File: src/rtl/core/arlm_pkg.sv
// ----------------------------------------------------------------------------
// arlm_pkg: shared types and constants of the lifetime matcher
// Item and result layouts, the command passed from front to back,
// back-end states, status codes and a small priority encoder.
// ----------------------------------------------------------------------------
package arlm_pkg;

  localparam int TABLE_DEPTH = 32;
  localparam int MAX_RESULTS = 32;
  localparam int IDX_W = (TABLE_DEPTH > 1) ? $clog2(TABLE_DEPTH) : 1;
  localparam int CNT_W = $clog2(MAX_RESULTS + 1);

  localparam logic [62:0] SAT63 = {63{1'b1}};

  // Result status codes.
  localparam logic [1:0] ST_MATCHED    = 2'd0;
  localparam logic [1:0] ST_UNRELEASED = 2'd1;
  localparam logic [1:0] ST_OVERFLOW   = 2'd2;

  typedef struct packed {
    logic        mode;
    logic [63:0] operator_id;
    logic [63:0] mem_address;
    logic [31:0] device_id;
    logic [63:0] signed_size;
    logic [63:0] event_time;
    logic [63:0] total_allocated;
    logic [63:0] total_reserved;
  } in_item_t;

  typedef struct packed {
    logic [63:0] out_operator;
    logic [31:0] out_device;
    logic [62:0] alloc_size;
    logic [63:0] alloc_time;
    logic [63:0] alloc_total_allocated;
    logic [63:0] alloc_total_reserved;
    logic [63:0] release_time;
    logic [63:0] release_total_allocated;
    logic [63:0] release_total_reserved;
    logic [62:0] lifetime;
    logic [1:0]  status;
    logic        last;
  } result_t;

  typedef enum logic [1:0] {
    CMD_ALLOC,
    CMD_RELEASE,
    CMD_DRAIN
  } cmd_kind_t;

  typedef struct packed {
    cmd_kind_t   kind;
    logic [63:0] op;
    logic [63:0] addr;
    logic [31:0] dev;
    logic [62:0] size;
    logic [63:0] ev_time;
    logic [63:0] tot_alloc;
    logic [63:0] tot_resv;
  } cmd_t;

  // Handshake of the command queue toward the back end.
  typedef struct packed {
    logic valid;
    cmd_t cmd;
  } cmd_chan_t;

  typedef enum logic [2:0] {
    S_IDLE,
    S_MATCH,
    S_ACT,
    S_SCAN,
    S_EMIT
  } back_state_t;

  // Index of the lowest set bit; zero when none is set.
  function automatic logic [IDX_W-1:0] lowest_index(input logic [TABLE_DEPTH-1:0] vec);
    logic [IDX_W-1:0] idx;
    idx = '0;
    for (int i = TABLE_DEPTH - 1; i >= 0; i--) begin
      if (vec[i]) begin
        idx = IDX_W'(i);
      end
    end
    return idx;
  endfunction

endpackage

File: src/rtl/core/arlm_front.sv
// ----------------------------------------------------------------------------
// arlm_front: input acceptance and classification
// Sorts each accepted item into allocation, release or drain, drops zero-size
// events, and holds commands in a two-entry queue for the back end.
// ----------------------------------------------------------------------------
module arlm_front (
  input  logic              clk,
  input  logic              rst,
  input  logic              push,
  output logic              full,
  input  arlm_pkg::in_item_t item,
  output arlm_pkg::cmd_chan_t chan,
  input  logic              cmd_pop
);
  import arlm_pkg::*;

  cmd_t       queue [2];
  logic       wr_ptr;
  logic       rd_ptr;
  logic [1:0] count;
  logic       accept;
  logic       keep;
  logic       take;
  cmd_t       cmd_new;

  assign full   = (count == 2'd2);
  assign accept = push && !full;

  // Classify the incoming transaction.
  always_comb begin
    cmd_new.op        = item.operator_id;
    cmd_new.addr      = item.mem_address;
    cmd_new.dev       = item.device_id;
    cmd_new.size      = item.signed_size[62:0];
    cmd_new.ev_time   = item.event_time;
    cmd_new.tot_alloc = item.total_allocated;
    cmd_new.tot_resv  = item.total_reserved;
    if (item.mode) begin
      cmd_new.kind = CMD_DRAIN;
    end else if (item.signed_size[63]) begin
      cmd_new.kind = CMD_RELEASE;
    end else begin
      cmd_new.kind = CMD_ALLOC;
    end
  end

  assign keep = accept && (item.mode || (item.signed_size != 64'd0));
  assign take = cmd_pop && (count != 2'd0);

  assign chan.valid = (count != 2'd0);
  assign chan.cmd   = queue[rd_ptr];

  // Queue pointers and fill count.
  always_ff @(posedge clk) begin
    if (rst) begin
      wr_ptr <= 1'b0;
      rd_ptr <= 1'b0;
      count  <= 2'd0;
    end else begin
      if (keep) begin
        wr_ptr <= ~wr_ptr;
      end
      if (take) begin
        rd_ptr <= ~rd_ptr;
      end
      count <= count + 2'(keep) - 2'(take);
    end
  end

  // Queue storage.
  always_ff @(posedge clk) begin
    if (keep) begin
      queue[wr_ptr] <= cmd_new;
    end
  end

endmodule

File: config.mk
export PLATFORM = sky130hd
export DESIGN_NAME = arlm_front
export DESIGN_NICKNAME = d
export VERILOG_FILES = /design/src/rtl/core/arlm_pkg.sv /design/src/rtl/core/arlm_front.sv
export SDC_FILE = /design/constraint.sdc
export NUM_CORES = 1
export LEC_CHECK = 0
export ABC_AREA = 1
export BUFFER_PORTS_ARGS = -buffer_cell sky130_fd_sc_hd__buf_2
export CORE_MARGIN = 2
export CORE_UTILIZATION = 30
export CTS_BUF_LIST = sky130_fd_sc_hd__clkbuf_8
export DETAILED_ROUTE_END_ITERATION = 8
export GPL_ROUTABILITY_DRIVEN = 1
export MAX_ROUTING_LAYER = met4
export PLACE_DENSITY_LB_ADDON = 0.1
export SYNTH_ARGS = -nofsm -noshare
export SYNTH_HDL_FRONTEND = slang
export SYNTH_SLANG_ARGS = --single-unit
File: constraint.sdc
create_clock -name clk -period 33.3 [get_ports clk]
set_input_delay 8.325 -clock clk [delete_from_list [all_inputs] [get_ports clk]]
set_output_delay 8.325 -clock clk [all_outputs]
set_load 0.01 [all_outputs]
==> impl_metrics.json <==
{
  "cts_max_level": 4,
  "synth_seq_cells": 839,
  "finalHoldViolations": 0,
  "grt_pass1_wl_um": 119600,
  "cts.repair.resized": 0,
  "end_kind": "output pin",
  "crit_required_ns": 24.97,
  "cts_setup_buffers": 0,
  "worst_setup_path_start_kind": "flop",
  "leakage_nw": 14.83,
  "synthCells": 1389,
  "final_cell_mix": "buf_2, edfxtp_1, mux2_2, clkbuf_8, mux2_4",
  "fp.dieW_um": 325.0,
  "relSlewSlack": 0.1455,
  "rsz0062_at_grt": "false",
  "drtPass1Iterations": 4,
  "yosys.cell_types.count": 17,
  "place.gp.congestion": 0.8014,
  "slew_viol_final": 0,
  "hold_path.class": "flop to flop",
  "wl_per_cell_um": 22.21,
  "hold_buffers": 0,
  "max-vdd-ir-drop_mv": 0.03066,
  "grt_max_degree": 163,
  "nets": 2769,
  "vias": 16550,
  "synth_area_sq_um": 30910,
  "core-area_sq_um": 102000,
  "track_usage": 0.1612,
  "cp.arrival_ns": 4.59,
  "p_int_mw": 2.058,
  "ant_nets": 0,
  "layout_commonest_cell": "buf_2",
  "power_mw": 2.873,
  "cap_violations": 0,
  "clock_latency_ns": 0.81,
  "first_global_vias": 17850,
  "route.detailed.drc": 0,
  "layout_min_cycle_time_ns": 12.91,
  "cts_num_sinks": 839,
  "ys_warn_count": 0,
  "cts-buffers-inserted": 150,
  "path_clk_slew_ns": 0.05,
  "report.final.setup_viol": 0,
  "fmax_ghz": 0.07743,
  "num_io_pins": 840,
  "power.density_nw_per_um2": 73.00,
  "whs_ns": 0.4732,
  "outcome": "complete, no violations",
  "post_route_cells_drive_above_1_share": 0.5869,
  "start_util": 0.3029,
  "viasPerCell": 4.293,
  "antenna_found_initial": 41,
  "fp.dieH_um": 325.0,
  "numPortBuffers": 839,
  "min_period_over_period": 0.3878,
  "tightest_slew_ns": 1.282,
  "pwr-share-seq": 0.476,
  "combPwrFrac": 0.229,
  "clock_skew_ns": 0.04807,
  "cts_tree": "yes",
  "synthToLayoutAreaGrowth_pct": 27.31,
  "rrSetupSlack_ns": 29.53,
  "syn_avg_cell_area_sq_um": 22.25,
  "wirelength_um": 85600,
  "num_rows": 117,
  "dieArea_sq_um": 105600,
  "worstPathMaxFanout": 71,
  "grt_overflow": 0,
  "path_class": "flop to output pin",
  "clock_path_buffers": 3,
  "root_buffer": "clkbuf_8",
  "clock_power_share": 0.295,
  "power_switching_mw": 0.8145,
  "drt_iter0_drc": 908,
  "ys_seq_area_frac": 0.8134,
  "synth_fp_nets": 1812,
  "post-dp-hpwl_um": 59550,
  "setup_tns_ns": 0,
  "switching_share": 0.2835
}
-- area by class of cell --
| class | count | area, sq um |
|---|---|---|
| clock inverter | 101 | 447.9 |
| timing repair buffer | 851 | 4339 |
| tap | 1368 | 1712 |
| clock buffer | 157 | 2161 |
| inverter | 10 | 45.04 |
| antenna | 35 | 87.58 |
| fill | 9706 | 62680 |
| sequential | 839 | 25150 |
| multi-input combinational | 494 | 5413 |
-- worst max-delay path, cell delays in order, from the launching register on --
cell	delay, ns
dfxtp_4	0.67
buf_4	0.79
buf_4	0.89
buf_4	0.76
mux2_2	0.42
buf_2	0.14
-- cell families after synthesis --
kind of cell,after synthesis,synth area share
AOI/OAI and AO/OA,6,0.0009715
muxes,417,0.1641
xor gates and xnor gates,1,0.0002834
buffers and inverters,56,0.01170
DFF,839,0.8134
and+or+nand+nor,68,0.008744
adders and majority gates,2,0.0008094
-- state kept, by name, indices dropped and copies added (netlist names), named ones only --
signal  cells
queue     834
count       2
rd_ptr      1
wr_ptr      1
-- routing by layer --
layer / track usage / vias to the layer above / share of wire
li1: - / 7486 / -
met1: 0.1580 / 8220 / 0.36
met2: 0.2803 / 676 / 0.52
met3: 0.06793 / 169 / 0.088
met4: 0.06522 / 0 / 0.031
met5: - / - / 0
-- through the flow --
step / area, sq um / std cells / util / setup WS, ns
3_5_place_dp: 36660 / 3562 / 0.3593 / 21.07
5_1_grt: 39350 / 3855 / 0.3857 / 19.98
3_3_place_gp: 36660 / 3562 / 0.3593 / 21.12
6_report: 39350 / 3855 / 0.3857 / 20.39
4_1_cts: 39270 / 3820 / 0.3848 / 20.17
2_1_floorplan: 30910 / 1389 / - / 6.101
-- power groups by stage --
stage / Clock (mW) / Sequential (mW) / Combinational (mW)
2_1_floorplan: 0 / 1.45 / 0.398
3_3_place_gp: 0 / 1.39 / 0.673
3_5_place_dp: 0 / 1.39 / 0.674
4_1_cts: 0.887 / 1.37 / 0.677
5_1_grt: 0.932 / 1.38 / 0.703
6_report: 0.848 / 1.37 / 0.657
-- path summary, 6_finish.rpt --
kind	from	end	depth (start not counted)
hold / removal	rd_ptr$_SDFFE_PP0P_	flop	1
setup / recovery	flop	chan[124]	5
hold reg to reg	rd_ptr$_SDFFE_PP0P_	flop	1
setup reg to reg	count[1]$_SDFF_PP0_	queue[0][36]$_DFFE_PP_	7
-- synth_stat cells, drive strengths merged --
library cell	count	area share
ha	2	0.00081
edfxtp	834	0.81
o21ai	2	0.00032
nand3	2	0.00032
dfxtp	5	0.0032
inv	10	0.0012
mux2	417	0.16
nand4	3	0.00061
and2	1	0.00020
buf	46	0.010
nor2	45	0.0055
a21oi	4	0.00065
xnor2	1	0.00028
nand2	16	0.0019
or2	1	0.00020
Note: power is estimated with default switching activity, not from simulation.
